--- src/rtl/assert_macros.svh ---
// Assertion macros shared by the modular exponentiation RTL.
// Needs nothing else; included by the files that carry assertions.
`ifndef ASSERT_MACROS_SVH
`define ASSERT_MACROS_SVH

// Same-cycle implication, disabled while in reset
`define MEXP_ASSERT_IMP(label, clk, rst_n, ante, cons) \
    label: assert property (@(posedge clk) disable iff (!rst_n) (ante) |-> (cons)) \
        else $error("mexp assertion failed");

// Next-cycle implication, disabled while in reset
`define MEXP_ASSERT_NXT(label, clk, rst_n, ante, cons) \
    label: assert property (@(posedge clk) disable iff (!rst_n) (ante) |=> (cons)) \
        else $error("mexp assertion failed");

`endif

--- src/rtl/mexp_pkg.sv ---
// Package for the modular exponentiation block: widths, constants and the
// command/status structs between controller and datapath. No dependencies.
`timescale 1ns / 1ps

package mexp_pkg;

    localparam int unsigned EXP_BITS        = 64;
    localparam int unsigned MOD_BITS        = 32;
    localparam int unsigned BASE_BITS       = 63;
    localparam int unsigned EXPO_FIELD_BITS = 63;
    localparam int unsigned CNT_BITS        = 6;

    localparam logic [MOD_BITS-1:0] MODULUS_RESET = MOD_BITS'(1000000007);

    // last step of the base reduction and of one modular multiply
    localparam logic [CNT_BITS-1:0] RED_LAST = CNT_BITS'(BASE_BITS - 1);
    localparam logic [CNT_BITS-1:0] MUL_LAST = CNT_BITS'(MOD_BITS - 1);

    typedef struct packed {
        logic load;      // capture request, start base reduction
        logic red_step;  // one base-reduction bit
        logic dbl_step;  // double both partial products
        logic add_step;  // conditional add into both partial products
        logic commit;    // b <= square, reload multiplier, clear partials
        logic step_e;    // take product into acc if bit set, shift exponent
        logic out_load;  // load the result register
    } mexp_cmd_t;

    typedef struct packed {
        logic e_zero;    // no exponent bits left
        logic e_last;    // only bit 0 of the exponent may remain
    } mexp_sts_t;

endpackage

--- src/rtl/mexp_req_if.sv ---
// Request channel: valid/ready plus op, base and exponent.
// Depends on mexp_pkg for the field widths.
`timescale 1ns / 1ps

interface mexp_req_if;
    logic                                 valid;
    logic                                 ready;
    logic                                 op;
    logic [mexp_pkg::BASE_BITS-1:0]       base;
    logic [mexp_pkg::EXPO_FIELD_BITS-1:0] exponent;

    modport source (output valid, op, base, exponent, input ready);
    modport sink   (input valid, op, base, exponent, output ready);
endinterface

--- src/rtl/mexp_res_if.sv ---
// Result channel: valid/ready plus the reduced power.
// Depends on mexp_pkg for the field width.
`timescale 1ns / 1ps

interface mexp_res_if;
    logic                          valid;
    logic                          ready;
    logic [mexp_pkg::MOD_BITS-1:0] result;

    modport source (output valid, result, input ready);
    modport sink   (input valid, result, output ready);
endinterface

--- src/rtl/modular_exponentiation.sv ---
// Channel  Dir  Handshake     Payload
// req      in   valid/ready   op, base[62:0], exponent[62:0]
// res      out  valid/ready   result[31:0]
// cfg      in   cfg_we        cfg_wdata[31:0] -> modulus
//
// One request at a time: base reduction one base bit at a time, a setup step,
// then one multiply round per exponent bit up to the highest set bit (two 32-step
// shift-add modular multipliers run side by side), then the result load once the
// output register is free. Exponent 0 goes from the setup step to the result load.
// Reset: asynchronous, active low; modulus returns to 1000000007.
// A finished result waits in the output register; req_ready returns once it loads.
`timescale 1ns / 1ps

module modular_exponentiation (
    input  logic                          clk,
    input  logic                          rst_n,
    input  logic                          cfg_we,
    input  logic [mexp_pkg::MOD_BITS-1:0] cfg_wdata,
    mexp_req_if.sink                      req,
    mexp_res_if.source                    res
);

    mexp_pkg::mexp_cmd_t cmd;
    mexp_pkg::mexp_sts_t sts;

    // sequencing
    mexp_ctrl u_ctrl (
        .clk       (clk),
        .rst_n     (rst_n),
        .req_valid (req.valid),
        .req_ready (req.ready),
        .res_valid (res.valid),
        .res_ready (res.ready),
        .sts       (sts),
        .cmd       (cmd)
    );

    // arithmetic
    mexp_dp u_dp (
        .clk       (clk),
        .rst_n     (rst_n),
        .cfg_we    (cfg_we),
        .cfg_wdata (cfg_wdata),
        .cmd       (cmd),
        .sts       (sts),
        .op        (req.op),
        .base      (req.base),
        .exponent  (req.exponent),
        .result    (res.result)
    );

endmodule

--- src/rtl/mexp_ctrl.sv ---
// Sequencing FSM for the modular exponentiation block: base reduction,
// shift-add multiply steps per exponent bit, result hand-off. Uses mexp_pkg.
`timescale 1ns / 1ps
`include "assert_macros.svh"

module mexp_ctrl (
    input  logic                clk,
    input  logic                rst_n,
    input  logic                req_valid,
    output logic                req_ready,
    output logic                res_valid,
    input  logic                res_ready,
    input  mexp_pkg::mexp_sts_t sts,
    output mexp_pkg::mexp_cmd_t cmd
);

    typedef enum logic [6:0] {
        ST_IDLE   = 7'b0000001,
        ST_REDUCE = 7'b0000010,
        ST_FIRST  = 7'b0000100,
        ST_DBL    = 7'b0001000,
        ST_ADD    = 7'b0010000,
        ST_COMMIT = 7'b0100000,
        ST_DONE   = 7'b1000000
    } mexp_state_t;

    mexp_state_t                     state_reg, state_next;
    logic [mexp_pkg::CNT_BITS-1:0]   cnt_reg, cnt_next;
    logic                            out_valid_reg, out_valid_next;

    // next state, step counter and commands
    always_comb
    begin
        state_next = state_reg;
        cnt_next   = cnt_reg;
        cmd        = '0;
        unique case (state_reg)
            ST_IDLE:
            begin
                if (req_valid)
                begin
                    cmd.load   = 1'b1;
                    cnt_next   = '0;
                    state_next = ST_REDUCE;
                end
            end
            ST_REDUCE:
            begin
                cmd.red_step = 1'b1;
                cnt_next     = cnt_reg + mexp_pkg::CNT_BITS'(1);
                if (cnt_reg == mexp_pkg::RED_LAST)
                    state_next = ST_FIRST;
            end
            ST_FIRST:
            begin
                cmd.commit = 1'b1;
                cnt_next   = '0;
                state_next = sts.e_zero ? ST_DONE : ST_DBL;
            end
            ST_DBL:
            begin
                cmd.dbl_step = 1'b1;
                state_next   = ST_ADD;
            end
            ST_ADD:
            begin
                cmd.add_step = 1'b1;
                cnt_next     = cnt_reg + mexp_pkg::CNT_BITS'(1);
                state_next   = (cnt_reg == mexp_pkg::MUL_LAST) ? ST_COMMIT : ST_DBL;
            end
            ST_COMMIT:
            begin
                cmd.commit = 1'b1;
                cmd.step_e = 1'b1;
                cnt_next   = '0;
                state_next = sts.e_last ? ST_DONE : ST_DBL;
            end
            ST_DONE:
            begin
                if (!out_valid_reg || res_ready)
                begin
                    cmd.out_load = 1'b1;
                    state_next   = ST_IDLE;
                end
            end
            default:
            begin
                state_next = ST_IDLE;
            end
        endcase
    end

    // result valid: set on load, cleared when taken
    always_comb
    begin
        if (cmd.out_load)
            out_valid_next = 1'b1;
        else if (res_ready)
            out_valid_next = 1'b0;
        else
            out_valid_next = out_valid_reg;
    end

    always_ff @(posedge clk or negedge rst_n)
    begin
        if (!rst_n)
        begin
            state_reg     <= ST_IDLE;
            cnt_reg       <= '0;
            out_valid_reg <= 1'b0;
        end
        else
        begin
            state_reg     <= state_next;
            cnt_reg       <= cnt_next;
            out_valid_reg <= out_valid_next;
        end
    end

    assign req_ready = (state_reg == ST_IDLE);
    assign res_valid = out_valid_reg;

    `MEXP_ASSERT_NXT(a_accept_reduce, clk, rst_n, req_valid && req_ready, state_reg == ST_REDUCE && cnt_reg == '0)
    `MEXP_ASSERT_NXT(a_dbl_then_add, clk, rst_n, state_reg == ST_DBL, state_reg == ST_ADD)
    `MEXP_ASSERT_NXT(a_mul_end, clk, rst_n, state_reg == ST_ADD && cnt_reg == mexp_pkg::MUL_LAST, state_reg == ST_COMMIT)

endmodule

--- src/rtl/mexp_dp.sv ---
// Datapath: modulus register, base reduction, two shift-add modular
// multipliers (acc*b and b*b) and the result register. Uses mexp_pkg.
`timescale 1ns / 1ps
`include "assert_macros.svh"

module mexp_dp (
    input  logic                                 clk,
    input  logic                                 rst_n,
    input  logic                                 cfg_we,
    input  logic [mexp_pkg::MOD_BITS-1:0]        cfg_wdata,
    input  mexp_pkg::mexp_cmd_t                  cmd,
    output mexp_pkg::mexp_sts_t                  sts,
    input  logic                                 op,
    input  logic [mexp_pkg::BASE_BITS-1:0]       base,
    input  logic [mexp_pkg::EXPO_FIELD_BITS-1:0] exponent,
    output logic [mexp_pkg::MOD_BITS-1:0]        result
);

    localparam int unsigned MB = mexp_pkg::MOD_BITS;
    localparam int unsigned EB = mexp_pkg::EXP_BITS;

    logic [MB-1:0]                  m_reg;
    logic [MB-1:0]                  acc_reg, b_reg, pa_reg, pb_reg, y_reg, result_reg;
    logic [EB-1:0]                  e_reg;
    logic [mexp_pkg::BASE_BITS-1:0] base_sh_reg;

    logic [EB-1:0] e_init;
    logic [MB-1:0] acc_init;
    logic [MB-1:0] pa_opb, pb_opb, pa_sum, pb_sum;
    logic          pb_cin;

    // a + b + cin reduced once; valid while a, b < m
    function automatic logic [MB-1:0] add_mod(input logic [MB-1:0] a,
                                              input logic [MB-1:0] b,
                                              input logic          cin,
                                              input logic [MB-1:0] m);
        logic [MB:0] s;
        s = {1'b0, a} + {1'b0, b} + {{MB{1'b0}}, cin};
        if (s >= {1'b0, m})
            s = s - {1'b0, m};
        return s[MB-1:0];
    endfunction

    // modulus register
    always_ff @(posedge clk or negedge rst_n)
    begin
        if (!rst_n)
            m_reg <= mexp_pkg::MODULUS_RESET;
        else if (cfg_we)
            m_reg <= cfg_wdata;
    end

    // exponent and accumulator start values
    always_comb
    begin
        if (op)
            e_init = (m_reg >= MB'(2)) ? EB'(m_reg - MB'(2)) : '0;
        else
            e_init = EB'(exponent);
        acc_init = (m_reg == MB'(1)) ? '0 : MB'(1);
    end

    // shared modular adders: doubling, conditional add, reduction step
    always_comb
    begin
        pa_opb = cmd.add_step ? acc_reg : pa_reg;
        pb_opb = cmd.add_step ? b_reg : pb_reg;
        pb_cin = cmd.red_step & base_sh_reg[mexp_pkg::BASE_BITS-1];
        pa_sum = add_mod(pa_reg, pa_opb, 1'b0, m_reg);
        pb_sum = add_mod(pb_reg, pb_opb, pb_cin, m_reg);
    end

    // payload registers
    always_ff @(posedge clk)
    begin
        if (cmd.load)
        begin
            base_sh_reg <= base;
            e_reg       <= e_init;
            acc_reg     <= acc_init;
            pb_reg      <= '0;
        end
        else
        begin
            if (cmd.red_step)
                base_sh_reg <= {base_sh_reg[mexp_pkg::BASE_BITS-2:0], 1'b0};

            if (cmd.commit)
            begin
                b_reg  <= pb_reg;
                y_reg  <= pb_reg;
                pa_reg <= '0;
                pb_reg <= '0;
            end
            else if (cmd.red_step || cmd.dbl_step || (cmd.add_step && y_reg[MB-1]))
            begin
                pa_reg <= pa_sum;
                pb_reg <= pb_sum;
            end

            if (cmd.add_step)
                y_reg <= {y_reg[MB-2:0], 1'b0};

            if (cmd.step_e)
            begin
                if (e_reg[0])
                    acc_reg <= pa_reg;
                e_reg <= {1'b0, e_reg[EB-1:1]};
            end
        end

        if (cmd.out_load)
            result_reg <= (m_reg == '0) ? '0 : acc_reg;
    end

    assign sts.e_zero = (e_reg == '0);
    assign sts.e_last = (e_reg[EB-1:1] == '0);
    assign result     = result_reg;

    `MEXP_ASSERT_NXT(a_mult_reload, clk, rst_n, cmd.commit, y_reg == b_reg && pa_reg == '0)

endmodule
--- src/flat_wrapper.sv ---
// flat-port wrapper written by rule: the top's interface ports become plain ports
module modular_exponentiation_flat 
  (clk, rst_n, cfg_we, cfg_wdata, req_valid, req_op, req_base, req_exponent, req_ready, res_valid, res_result, res_ready);
  mexp_req_if req_i ();
  mexp_res_if res_i ();
  input  logic clk;
  input  logic rst_n;
  input  logic cfg_we;
  input  logic [mexp_pkg::MOD_BITS-1:0] cfg_wdata;
  input wire logic [$bits(req_i.valid)-1:0] req_valid;
  input wire logic [$bits(req_i.op)-1:0] req_op;
  input wire logic [$bits(req_i.base)-1:0] req_base;
  input wire logic [$bits(req_i.exponent)-1:0] req_exponent;
  output wire logic [$bits(req_i.ready)-1:0] req_ready;
  output wire logic [$bits(res_i.valid)-1:0] res_valid;
  output wire logic [$bits(res_i.result)-1:0] res_result;
  input wire logic [$bits(res_i.ready)-1:0] res_ready;
  assign req_i.valid = req_valid;
  assign req_i.op = req_op;
  assign req_i.base = req_base;
  assign req_i.exponent = req_exponent;
  assign req_ready = req_i.ready;
  assign res_valid = res_i.valid;
  assign res_result = res_i.result;
  assign res_i.ready = res_ready;
  modular_exponentiation u_core (.clk(clk), .rst_n(rst_n), .cfg_we(cfg_we), .cfg_wdata(cfg_wdata), .req(req_i), .res(res_i));
endmodule
--- config.mk ---
export PLATFORM = sky130hd
export DESIGN_NAME = modular_exponentiation_flat
export DESIGN_NICKNAME = d
export VERILOG_FILES = /design/src/rtl/mexp_pkg.sv /design/src/rtl/mexp_req_if.sv /design/src/rtl/mexp_res_if.sv /design/src/rtl/modular_exponentiation.sv /design/src/rtl/mexp_ctrl.sv /design/src/rtl/mexp_dp.sv /design/src/flat_wrapper.sv
export VERILOG_INCLUDE_DIRS = /design/src /design/src/rtl
export SDC_FILE = /design/constraint.sdc
export NUM_CORES = 1
export LEC_CHECK = 0
export ABC_AREA = 0
export BUFFER_PORTS_ARGS = -buffer_cell sky130_fd_sc_hd__buf_2
export CAP_MARGIN = 20
export CORE_MARGIN = 2
export CORE_UTILIZATION = 38
export DETAILED_ROUTE_END_ITERATION = 6
export GPL_TIMING_DRIVEN = 0
export PLACE_DENSITY = 0.58
export SETUP_SLACK_MARGIN = 0.5
export SKIP_LAST_GASP = 1
export SLEW_MARGIN = 25
export SYNTH_ARGS = -nofsm -noshare
export SYNTH_HDL_FRONTEND = slang
export SYNTH_HIERARCHICAL = 1
export SYNTH_SLANG_ARGS = --single-unit
--- constraint.sdc ---
create_clock -name clk -period 8.6 [get_ports clk]
set_input_delay 0.86 -clock clk [delete_from_list [all_inputs] [get_ports clk]]
set_output_delay 0.86 -clock clk [all_outputs]
set_load 0.02 [all_outputs]
Yosys cells after proc, flatten, opt, wreduce, memory -nomap -nowiden
Cells that the tools add are included.
{"block": "classes", "n_addsub": 7, "magnitude_cmp": 3, "eq_ne": 13, "mux": 37, "n_bitwise": 2, "reduce_logical": 24}
{"op": "$mux W32", "n": 10}
{"op": "$mux W64", "n": 4}
{"op": "$mux W63", "n": 2}
{"op": "$add A32 B32 Y33", "n": 2}
{"op": "$ge A33 B32 Y1", "n": 2}
{"op": "$logic_not A64 Y1", "n": 1}
{"op": "$sub A32 B32 Y32", "n": 2}
{"op": "$logic_not A63 Y1", "n": 1}
{"op": "$pmux W7 S7", "n": 1}
{"op": "$mux W7", "n": 5}
{"op": "$add A33 B1 Y33", "n": 1}
{"op": "$sub A32 B2 Y33 const B", "n": 1}
{"op": "$eq A32 B1 Y1 const B", "n": 1}
{"op": "$ge A32 B2 Y1 const B", "n": 1}
{"op": "$logic_not A32 Y1", "n": 1}
{"op": "$pmux W6 S3", "n": 1}
{"op": "$mux W1", "n": 12}
{"op": "$mux W6", "n": 2}
{"op": "$reduce_bool A2 Y1", "n": 6}
{"op": "$reduce_and A2 Y1", "n": 5}
{"op": "$eq A7 B1 Y1 const B", "n": 1}
{"op": "$eq A7 B2 Y1 const B", "n": 1}
{"op": "$eq A7 B3 Y1 const B", "n": 1}
{"op": "$eq A7 B4 Y1 const B", "n": 1}
{"op": "other kinds (15)", "n": 21}
{"block": "word_totals", "regBits": 365}

Depth between registers and ports, before layout
Gate-level depths: netlist (run 1).
{"block": "logic_depth", "word_depth": 7, "mapped_depth": 31}

Hierarchy
Netlist (run 1), hierarchy kept.
{"mod": "mexp_dp", "instances": 1, "cells_each": 2258, "area_each_um2": 22348.9}
{"mod": "mexp_ctrl", "instances": 1, "cells_each": 110, "area_each_um2": 977.2}

Least setup slack after synthesis (run 1)
OpenSTA, ideal clock, no wires.
{"block": "synth_path", "path_kind": "register to register", "start": "reg u_core.u_ctrl.state_reg[1]", "end": "reg u_core.u_dp.pb_reg[4]", "setup_time_ps": 132, "t_arrival_ps": 6528, "t_required_ps": 8468, "setup_slack_ps": 1940, "path_stages_with_launch": 32, "synth_period_minus_slack_ps": 6660, "cell_sequence": "dfrtp_1 -> buf_2 -> nor3_1 -> nand3_1 -> inv_1 -> clkbuf_1 -> clkbuf_1 -> clkbuf_1 -> a21oi_1 -> fa_1 -> fa_1 -> nor2b_1 -> o31a_1 -> o22ai_2 -> o221ai_2 -> a311o_1 -> a21o_1 -> a2111oi_0 -> a311oi_1 -> ha_1 -> clkbuf_1 -> and3_1 -> and3_1 -> and3_1 -> o2bb2ai_1 -> nor4bb_1 -> and3_1 -> clkbuf_1 -> buf_2 -> nor3_1 -> a211oi_1 -> nor3_1"}
{"element": "start: declaration", "line": "mexp_ctrl.sv:27", "source": "mexp_state_t state_reg, state_next;"}
{"element": "start signal: assignment", "line": "mexp_ctrl.sv:114", "source": "state_reg <= state_next;"}
{"element": "end signal: assignment", "line": "mexp_dp.sv:98", "source": "pb_reg <= pb_sum;"}
{"element": "end: declaration", "line": "mexp_dp.sv:23", "source": "logic [MB-1:0] acc_reg, b_reg, pa_reg, pb_reg, y_reg, result_reg;"}

==> impl_results.rst, run 1 <==
.. list-table::
   :header-rows: 1

   * - Metric
     - Value
   * - Final Hold Viols
     - 0
   * - Post-synthesis net count
     - 2667
   * - Worst slew slack as a fraction of its limit
     - 34.5%
   * - Final WS setup
     - about 0.97 ns
   * - Clock latency reported for the late side of the worst-skew pair
     - 0.59 ns
   * - Violations in the final reports
     - design-rule violations
   * - DRC viols
     - 2
   * - First-pass GRT wire length
     - 110000 um
   * - # IOs
     - just under 200
   * - Tmin final
     - between 7 and 8 ns
   * - Synth Area per Inst
     - slightly below 10 um^2
   * - Count of flip-flops with a built-in enable after synthesis
     - 287
   * - Count of clock tree sinks
     - 365
   * - Post-DR vias/cell
     - 5.60
   * - Synth Warn #
     - 6
   * - Setup TNS Final
     - 0 ns
   * - Number of setup violations in the final report
     - 0
   * - Placer's final routability congestion estimate
     - around 0.94
   * - Die outline area
     - between 60000 and 70000 um^2
   * - Port buffer count
     - about 200
   * - Fraction of layout cells with a size suffix above 1
     - 17.6%
   * - Arrival time of the worst setup path
     - 8.08 ns
   * - Dominant register cell in the synthesized netlist
     - edfxtp_1
   * - Sum of routed wire length over all layers
     - 71500 um
   * - Final clock skew
     - 0.0161 ns
   * - Via total after detailed routing
     - 19287
   * - Overflow after GRT
     - 0
   * - Initial detailed-routing violation count
     - 1649
   * - Unrepaired setup endpoints after global routing
     - false
   * - Kind of start point of the critical path
     - flip-flop
   * - Overall fraction of global-route tracks in use
     - 22.3%
   * - Worst endpoint required time
     - 9.06 ns
   * - Drt wl/cell
     - between 20 and 25 um
   * - Mapped Cells
     - 2368
   * - Area of the mapped netlist
     - between 20000 and 25000 um^2
   * - Run status
     - finished with violations
   * - Number of detailed-route iterations in the first pass
     - 7
   * - Antenna violations before repair
     - 6
   * - CTS clk-pin slew, worst paths
     - 0.06 ns
   * - Distinct cell type count after synthesis
     - 92
   * - Horizontal die dimension
     - 252 um
   * - Count of state elements after synthesis
     - roughly 370
   * - Placement-stage worst setup slack
     - -1.07 ns
   * - Number of nets still failing antenna checks after routing
     - 0
   * - Transition time at the pin with the least slew margin
     - 0.977 ns
   * - TritonCTS clock tree
     - built
   * - Placed wire-length estimate after detailed placement
     - 55500 um
   * - Crit Path Class
     - flip-flop to flip-flop
   * - Slowest cell on the critical path
     - fa_1
   * - Maximum number of pins on one net before global-route repair
     - 64
   * - Die extent in y
     - 252 um
   * - TritonCTS Buffers
     - 45
   * - Buffer cell driving the clock tree root
     - clkbuf_16
   * - Starting utilization of the core area
     - 38.6%
   * - Relative area change from synthesis to final layout
     - 16.0%
   * - Core Box Area
     - slightly above 60000 um^2
   * - Endpoint kind of the worst setup timing path
     - flip-flop
   * - Crit path largest cell delay
     - 0.46 ns
   * - Clock Tree Buf Depth
     - 3
   * - Final layout net count
     - 2924
   * - Hold_buf cts
     - 0
   * - Max-cap violations
     - 0
   * - Max FFs per register
     - 64
   * - Sequential cell area fraction in the yosys report
     - 44.7%
   * - Highest clock frequency the design can meet
     - 131 MHz
   * - Std cell rows
     - 90
   * - Cell repeated most along the worst path
     - and3_1
   * - Final Max Slew Viols
     - 0
   * - H-tree Lvls
     - 2
   * - Number of global-route vias before repair
     - 18757
   * - Fill cells
     - 5794
   * - Share of synthesized registers carrying an async set or reset
     - 12.6%
   * - Worst min-delay path category
     - input port to async pin
   * - Period Utilization, post-route
     - between 80% and 90%
   * - Critical path peak fanout
     - 10
==> through the flow <==
stage	cells	cell area (um^2)	util (%)	hold slack [ns]
2_1_floorplan	2368	23300	-	0.430
3_3_place_gp	3346	25300	41.8	0.452
3_5_place_dp	3354	25500	42.2	0.458
4_1_cts	3440	27000	44.6	0.199
5_1_grt	3443	27100	44.8	0.233
6_report	3445	27100	44.8	0.211
==> layout make-up <==
class	instances	area, um^2	share of cell area, %
Antenna cell	2	5.00	0.0185
Buffer	109	510	1.89
Clock buffer	65	1270	4.71
Clock inverter	18	115	0.425
Inverter	76	289	1.07
Multi-Input combinational cell	1818	12300	45.3
Sequential cell	365	10400	38.5
Tap cell	782	978	3.61
Timing Repair Buffer	210	1200	4.44
==> repair_timing <==
item                                    4_1_cts  5_1_grt
setup buffers                                 3        3
endpoints found under the setup margin       64       64
pin swaps                                     2        2
gates resized for setup                      14       22
==> kinds of logic after synthesis <==
family	count (synthesis)	share of synthesized area, %
compound gates	599	16.8
xor+xnor	127	4.77
fa+ha+maj	135	7.40
buf+inv	185	3.31
flops	365	44.7
mux	123	5.79
simple gates	834	17.3
==> routing by layer <==
metal / vias up / track usage [%] / part of all wire, %
li1: 9223 / - / -
met1: 9281 / 30.4 / 45
met2: 661 / 33.8 / 43
met3: 118 / 5.80 / 8.3
met4: 4 / 8.62 / 3.7
met5: - / 0 / 0.038
==> path summary, 6_finish.rpt <==
check | from | to | slack, ns | cells after the start
min in group clk | u_core/u_dp/pb_reg[0] | u_core/u_dp/b_reg[0] | 0.45 | 0
max in group asynchronous | rst_n | u_core/u_dp/m_reg[19] | 7.79 | 2
hold reg to reg | u_core/u_dp/pb_reg[0] | u_core/u_dp/b_reg[0] | 0.45 | 0
hold / removal | rst_n | u_core/u_ctrl/state_reg[6] | 0.21 | 1
setup reg to reg | u_core/u_ctrl/state_reg[1] | u_core/u_dp/pb_reg[23] | 0.97 | 31
setup / recovery | u_core/u_ctrl/state_reg[1] | u_core/u_dp/pb_reg[23] | 0.97 | 31
==> cell usage in the layout, fill, tap and decap left out, types with 84 or more instances in the layout <==
cell	count
edfxtp_1	287
clkbuf_1	92
xnor2_1	90
nor2b_1	84
a21oi_1	195
mux2_2	95
nor2_1	240
ha_1	130
nand2_1	250
o21ai_0	100
buf_2	207
==> Yosys cell counts (48+ instances only) <==
library cell | count | share of area (%)
a21o_1 | 67 | 2.2
a21oi_1 | 196 | 4.2
clkbuf_1 | 82 | 1.3
edfxtp_1 | 287 | 37
ha_1 | 130 | 7.0
inv_1 | 75 | 1.2
mux2_2 | 95 | 4.6
nand2_1 | 251 | 4.0
nand2b_1 | 48 | 1.3
nor2_1 | 242 | 3.9
nor2b_1 | 84 | 2.3
o21ai_0 | 101 | 2.2
xnor2_1 | 91 | 3.4
==> worst max-delay path: cells and delay by family (launching register included) <==
family	cells	cell delay (ns)
compound gates	10	2.14
simple gates	10	1.91
flops	1	0.40
buf+inv	8	1.83
fa+ha+maj	3	1.20
Power of run 1 is left out: the tool's default activity adds up to more than one toggle a clock period on the data nets, which glitch-free logic cannot reach.
==> run 2, diff against run 1 <==
--- a/config.mk
+++ b/config.mk
@@ -11,8 +11,8 @@
 export CAP_MARGIN = 20
 export CORE_MARGIN = 2
-export CORE_UTILIZATION = 38
+export CORE_UTILIZATION = 40
 export DETAILED_ROUTE_END_ITERATION = 6
 export GPL_TIMING_DRIVEN = 0
-export PLACE_DENSITY = 0.58
+export PLACE_DENSITY = 0.6
 export SETUP_SLACK_MARGIN = 0.5
 export SKIP_LAST_GASP = 1
==> constraint.sdc (replaced) <==
create_clock -name clk -period 8.1 [get_ports clk]
set_input_delay 1.62 -clock clk [delete_from_list [all_inputs] [get_ports clk]]
set_output_delay 1.62 -clock clk [all_outputs]
set_load 0.02 [all_outputs]
==> run 2 against run 1 <==
  * The flow now finishes without violations
  * Wire length fell by 1.5%
  * Critical path depth unchanged
  * Cell area rose by 0.88%
  * Cell count decreased by 0.38%
  * Critical endpoint is now u_core/u_dp/pb_reg[18]
  * Largest cell class unchanged
==> impl_results.rst, run 2 (same netlist as run 1, synthesis figures left out) <==
.. list-table::
   :header-rows: 1

   * - Metric
     - Value
   * - Endpoint kind of the worst setup timing path
     - flip-flop (unchanged)
   * - Max-cap violations
     - 0 (unchanged)
   * - Kind of start point of the critical path
     - flip-flop (unchanged)
   * - Post-DR vias/cell
     - 5.62 (was 5.60)
   * - Placement-stage worst setup slack
     - -1.41 ns (was -1.07 ns)
   * - Final worst hold slack
     - 0.483 ns (was 0.211 ns)
   * - TritonCTS Buffers
     - 45 (unchanged)
   * - Via total after detailed routing
     - 19279 (was 19287)
   * - Count of cells along the worst register-to-register path
     - 31 (unchanged)
   * - Fraction of layout cells with a size suffix above 1
     - 18.3% (was 17.6%)
   * - Starting utilization of the core area
     - 40.4% (was 38.6%)
   * - Number of global-route vias before repair
     - 18610 (was 18757)
   * - Final Hold Viols
     - 0 (unchanged)
   * - Core Box Area
     - 57700 um^2 (was 60500 um^2)
   * - Run status
     - finished clean (was finished with violations)
   * - TritonCTS clock tree
     - built (unchanged)
   * - Number of nets still failing antenna checks after routing
     - 0 (unchanged)
   * - Buffer cell driving the clock tree root
     - clkbuf_16 (unchanged)
   * - Number of detailed-route iterations in the first pass
     - 6 (was 7)
   * - Die outline area
     - 60300 um^2 (was 63400 um^2)
   * - Sum of routed wire length over all layers
     - 70500 um (was 71500 um)
   * - Number of setup violations in the final report
     - 0 (unchanged)
   * - Crit Path Class
     - flip-flop to flip-flop (unchanged)
   * - Overall fraction of global-route tracks in use
     - 23.0% (was 22.3%)
   * - Post-route cell area
     - 27300 um^2 (was 27100 um^2)
   * - Worst endpoint required time
     - 8.57 ns (was 9.06 ns)
   * - Drt wl/cell
     - 20.5 um (was 20.8 um)
   * - Crit path largest cell delay
     - 0.58 ns (was 0.46 ns)
   * - Worst hold path stage count
     - 2
   * - CTS clk-pin slew, worst paths
     - 0.06 ns (about the same)
   * - Clock latency reported for the late side of the worst-skew pair
     - 0.59 ns (about the same)
   * - Die extent in y
     - 245 um (was 252 um)
   * - Final clock skew
     - 0.0299 ns (was 0.0161 ns)
   * - Placed instance area
     - 25400 um^2 (was 25500 um^2)
   * - First-pass GRT wire length
     - 107000 um (was 110000 um)
   * - Leading cell type in the layout, fill and taps excluded
     - edfxtp_1 (unchanged)
   * - H-tree Lvls
     - 2 (unchanged)
   * - Slowest cell on the critical path
     - dfstp_2 (was fa_1)
   * - Std cell rows
     - 88 (was 90)
   * - Unrepaired setup endpoints after global routing
     - true (was false)
   * - Antenna violations before repair
     - 9 (was 6)
   * - Hold_buf cts
     - 0 (unchanged)
   * - Final WS setup
     - 0.810 ns (was 0.972 ns)
   * - Transition time at the pin with the least slew margin
     - 1.04 ns (was 0.977 ns)
   * - # IOs
     - 198 (unchanged)
   * - DRC viols
     - 0 (was 2)
   * - Arrival time of the worst setup path
     - 7.76 ns (was 8.08 ns)
   * - Maximum number of pins on one net before global-route repair
     - 64 (unchanged)
   * - Overflow after GRT
     - 0 (unchanged)
   * - Initial detailed-routing violation count
     - 1432 (was 1649)
   * - Count of clock tree sinks
     - 365 (unchanged)
   * - Placer's final routability congestion estimate
     - 0.946 (was 0.940)
   * - Worst min-delay path category
     - flip-flop to flip-flop (was input port to async pin)
   * - Worst slew slack as a fraction of its limit
     - 30.1% (was 34.5%)
   * - Tmin final
     - 7.29 ns (was 7.63 ns)
   * - Highest clock frequency the design can meet
     - 137 MHz (was 131 MHz)
   * - Clock Tree Buf Depth
     - 3 (unchanged)
   * - Critical path peak fanout
     - 10 (unchanged)
   * - Max FFs per register
     - 64 (unchanged)
   * - Leading cell types in the layout, fill and taps excluded
     - edfxtp_1 (287), nand2_1 (250), nor2_1 (239), buf_2 (205), a21oi_1 (193) (was edfxtp_1 (287), nand2_1 (250), nor2_1 (240), buf_2 (207), a21oi_1 (195))
   * - Cell repeated most along the worst path
     - and3_1 (unchanged)
   * - Relative area change from synthesis to final layout
     - 17.1% (was 16.0%)
   * - Horizontal die dimension
     - 245 um (was 252 um)
   * - Final layout net count
     - 2926 (was 2924)
   * - Port buffer count
     - 196 (unchanged)
   * - Placed wire-length estimate after detailed placement
     - 54300 um (was 55500 um)
   * - Period Utilization, post-route
     - 90.0% (was 88.7%)
   * - Final Max Slew Viols
     - 0 (unchanged)
-- run 2: cell count changes in the layout (fill, tap and decap cells not counted), sizes merged --
cell / change
clkbuf: -9
buf: +4
clkdlybuf4s15: +1
bufinv: +6
diode: +2
-- run 2: per-layer routing --
metal / wire length (um) / track usage [%]
met1: 31600 / 31.5
met2: 30600 / 35.1
met3: 5760 / 5.50
met4: 2440 / 8.43
met5: 30 / 0
-- run 2: what timing repair did --
action / in CTS / in global routing
endpoints found under the setup margin: 64 / 64
gates cloned: 0 / 0
resized for setup: 25 / 36
pin swaps: 2 / 8
setup buffers: 4 / 6
-- run 2: final timing paths --
path                                                  from                       to  slack, ns
worst max-delay path            u_core/u_ctrl/state_reg[0]   u_core/u_dp/pb_reg[18]       0.81
worst min-delay path                 u_core/u_dp/pb_reg[0]    u_core/u_dp/pb_reg[0]       0.48
worst max register to register  u_core/u_ctrl/state_reg[0]   u_core/u_dp/pb_reg[18]       0.81
worst min register to register       u_core/u_dp/pb_reg[0]    u_core/u_dp/pb_reg[0]       0.48
max in group asynchronous                            rst_n    u_core/u_dp/m_reg[18]       6.64
min in group asynchronous                            rst_n  u_core/u_ctrl/res_valid       1.05
-- run 2: area by class of cell --
type | count | area, um^2
diodes | 4 | 10.0
plain buffers | 109 | 543
clock buffers | 59 | 1250
clock inverters | 24 | 305
fillers | 5515 | 30400
inverters | 76 | 289
multi-input cells | 1818 | 12300
flip-flops and latches | 365 | 10400
well taps | 765 | 957
repair buffers | 212 | 1190
-- run 2: critical path: cells and delay by family (launching register included) --
kind | cells | cell delay [ns]
adder cells (fa/ha/maj) | 3 | 0.74
AO/OA/AOI/OAI | 10 | 2.32
buffers and inverters | 9 | 1.91
flip-flops | 1 | 0.58
AND/OR/NAND/NOR | 9 | 1.60
-- run 2: through the flow --
stage          utilization [%]  setup TNS [ns]  cells
2_1_floorplan                -               0   2368
3_3_place_gp              43.8          -62.86   3329
3_5_place_dp              44.1          -64.84   3335
4_1_cts                   47.0               0   3422
5_1_grt                   47.3               0   3428
6_report                  47.3               0   3432
Power of run 2 is left out for the same reason.
==> run 3, diff against run 2 <==
Settings changed: REMOVE_ABC_BUFFERS set to 1.
==> run 3 against run 2 <==
  * First-iteration DRC count shrank 13%
  * Count of clock-buffer cells in the layout is the same
  * Core utilization shrank 0.42 points
  * Register-to-register slack is essentially flat
  * Non-clock buffer count shrank 98
  * Via count shrank 3.4%
  * Sequential share of layout area grew 0.35 points
  * Fmax shrank 0.19%
  * Clock skew shrank 0.0018 ns
  * Critical path type unchanged
  * Largest cell class unchanged
  * Highest routed layer unchanged
==> impl_results.rst, run 3 (same netlist as run 1, synthesis figures left out) <==
.. list-table::
   :header-rows: 1

   * - Metric
     - Value
   * - Worst slew slack as a fraction of its limit
     - 43.0% (was 30.1%)
   * - Relative area change from synthesis to final layout
     - 16.0% (was 17.1%)
   * - DRC viols
     - 0 (unchanged)
   * - Final clock skew
     - 0.0281 ns (was 0.0299 ns)
   * - Period Utilization, post-route
     - 90.2% (was 90.0%)
   * - Count of buffering cells on the critical path with inverters included
     - 2 (was 9)
   * - Final core utilization
     - 46.9% (was 47.3%)
   * - Highest clock frequency the design can meet
     - 137 MHz (about the same)
   * - Count of clock tree sinks
     - 365 (unchanged)
   * - TritonCTS Buffers
     - 44 (was 45)
   * - Worst min-delay path category
     - flip-flop to flip-flop (unchanged)
   * - Arrival time of the worst setup path
     - 7.63 ns (was 7.76 ns)
   * - Worst hold path stage count
     - 0 (was 2)
   * - Number of setup violations in the final report
     - 0 (unchanged)
   * - Run status
     - finished clean (unchanged)
   * - Final WS setup
     - 0.796 ns (was 0.810 ns)
   * - Antenna violations before repair
     - 6 (was 9)
   * - Fraction of layout cells with a size suffix above 1
     - 18.5% (was 18.3%)
   * - Worst endpoint required time
     - 8.43 ns (was 8.57 ns)
   * - Slowest cell on the critical path
     - dfrtp_2 (was dfstp_2)
   * - Endpoint kind of the worst setup timing path
     - flip-flop (unchanged)
   * - Final Hold Viols
     - 0 (unchanged)
   * - CTS clk-pin slew, worst paths
     - 0.06 ns (about the same)
   * - Via total after detailed routing
     - 18615 (was 19279)
   * - Die extent in y
     - 245 um (unchanged)
   * - Leading cell types in the layout, fill and taps excluded
     - edfxtp_1 (287), nand2_1 (249), nor2_1 (239), buf_2 (195), a21oi_1 (195) (was edfxtp_1 (287), nand2_1 (250), nor2_1 (239), buf_2 (205), a21oi_1 (193))
   * - Crit Path Class
     - flip-flop to flip-flop (unchanged)
   * - Post-DR vias/cell
     - 5.58 (was 5.62)
   * - Overall fraction of global-route tracks in use
     - 21.1% (was 23.0%)
   * - Number of nets still failing antenna checks after routing
     - 0 (unchanged)
   * - Placer's final routability congestion estimate
     - 0.871 (was 0.946)
   * - Critical path peak fanout
     - 51 (was 10)
   * - TritonCTS clock tree
     - built (unchanged)
   * - Maximum number of pins on one net before global-route repair
     - 70 (was 64)
   * - Port buffer count
     - 197 (was 196)
   * - Crit path largest cell delay
     - 0.52 ns (was 0.58 ns)
   * - Kind of start point of the critical path
     - flip-flop (unchanged)
   * - Worst path top cell family by delay
     - compound AO/OA/AOI/OAI gates (unchanged)
   * - Leading cell type in the layout, fill and taps excluded
     - edfxtp_1 (unchanged)
   * - Horizontal die dimension
     - 245 um (unchanged)
   * - Number of global-route vias before repair
     - 18027 (was 18610)
   * - Starting utilization of the core area
     - 40.4% (unchanged)
   * - Final Max Slew Viols
     - 0 (unchanged)
   * - # IOs
     - 198 (unchanged)
   * - Clock Tree Buf Depth
     - 3 (unchanged)
   * - First-pass GRT wire length
     - 101000 um (was 107000 um)
   * - Unrepaired setup endpoints after global routing
     - false (was true)
   * - Transition time at the pin with the least slew margin
     - 0.854 ns (was 1.04 ns)
   * - Number of detailed-route iterations in the first pass
     - 5 (was 6)
   * - Post-route cell area
     - 27100 um^2 (was 27300 um^2)
   * - Placement-stage worst setup slack
     - -0.288 ns (was -1.41 ns)
   * - Max FFs per register
     - 64 (unchanged)
   * - Cell repeated most along the worst path
     - a21o_1 (was and3_1)
   * - Max-cap violations
     - 0 (unchanged)
   * - Overflow after GRT
     - 0 (unchanged)
   * - Sum of routed wire length over all layers
     - 64700 um (was 70500 um)
   * - Tmin final
     - 7.30 ns (was 7.29 ns)
   * - Count of cells along the worst register-to-register path
     - 26 (was 31)
   * - Buffer cell driving the clock tree root
     - clkbuf_16 (unchanged)
   * - Std cell rows
     - 88 (unchanged)
   * - Placed instance area
     - 25300 um^2 (was 25400 um^2)
   * - Placed wire-length estimate after detailed placement
     - 47500 um (was 54300 um)
   * - Hold_buf cts
     - 0 (unchanged)
   * - Core Box Area
     - 57700 um^2 (unchanged)
   * - Final layout net count
     - 2828 (was 2926)
   * - Initial detailed-routing violation count
     - 1247 (was 1432)
   * - Number of cells on the critical path
     - 26 (was 31)
   * - Die outline area
     - 60300 um^2 (unchanged)
   * - H-tree Lvls
     - 2 (unchanged)
   * - Clock latency reported for the late side of the worst-skew pair
     - 0.59 ns (about the same)
   * - Drt wl/cell
     - 19.4 um (was 20.5 um)
## run 3: cell count changes in the layout (fill, tap and decap cells not counted), moves of 3 or more
| cell | before | now |
|---|---|---|
| clkbuf_1 | 84 | 8 |
| buf_4 | 18 | 8 |
| buf_16 | 3 | 11 |
| buf_6 | 7 | 1 |
| clkbuf_4 | 4 | 0 |
| and3_1 | 21 | 18 |
| bufinv_16 | 7 | 4 |
| buf_2 | 205 | 195 |
## run 3: cell type report
type / count / area, um^2
Timing Repair inverter: 1 / 8.76
Tap cell: 765 / 957
Clock inverter: 23 / 228
Sequential cell: 365 / 10400
Multi-Input combinational cell: 1818 / 12400
Fill cell: 5506 / 30600
Inverter: 76 / 314
Timing Repair Buffer: 223 / 1510
Antenna cell: 6 / 15.0
Clock buffer: 59 / 1240
## run 3: repair_timing
item,CTS,global route
gates cloned,1,1
endpoints found under the setup margin,62,64
buffers inserted,0,4
pin swaps,1,3
gates resized for setup,13,15
## run 3: final timing paths
path,startpoint,end,slack (ns)
worst min-delay path,u_core/u_dp/pb_reg[0],u_core/u_dp/b_reg[0],0.47
worst max register to register,u_core/u_ctrl/state_reg[2],u_core/u_dp/pa_reg[28],0.80
max in group asynchronous,rst_n,u_core/u_ctrl/state_reg[2],6.57
worst min register to register,u_core/u_dp/pb_reg[0],u_core/u_dp/b_reg[0],0.47
min in group asynchronous,rst_n,u_core/u_ctrl/cnt_reg[2],1.07
worst max-delay path,u_core/u_ctrl/state_reg[2],u_core/u_dp/pa_reg[28],0.80
## run 3: metal layers
layer	vias up	track usage, %	share of wire (%)
li1	9026	-	-
met1	8970	28.9	46
met2	506	33.6	45
met3	101	3.89	6.3
met4	12	6.61	2.7
met5	-	0	0.12
## run 3: stage by stage
step | TNS, ns | hold slack [ns] | instances
after floorplan | -27.26 | 0.430 | 2259
after global placement | -1096.99 | 0.444 | 3221
after CTS | 0 | 0.468 | 3325
after detailed placement | -2.95 | 0.453 | 3242
final | 0 | 0.474 | 3336
after global routing | 0 | 0.492 | 3330
Power of run 3 is left out for the same reason.
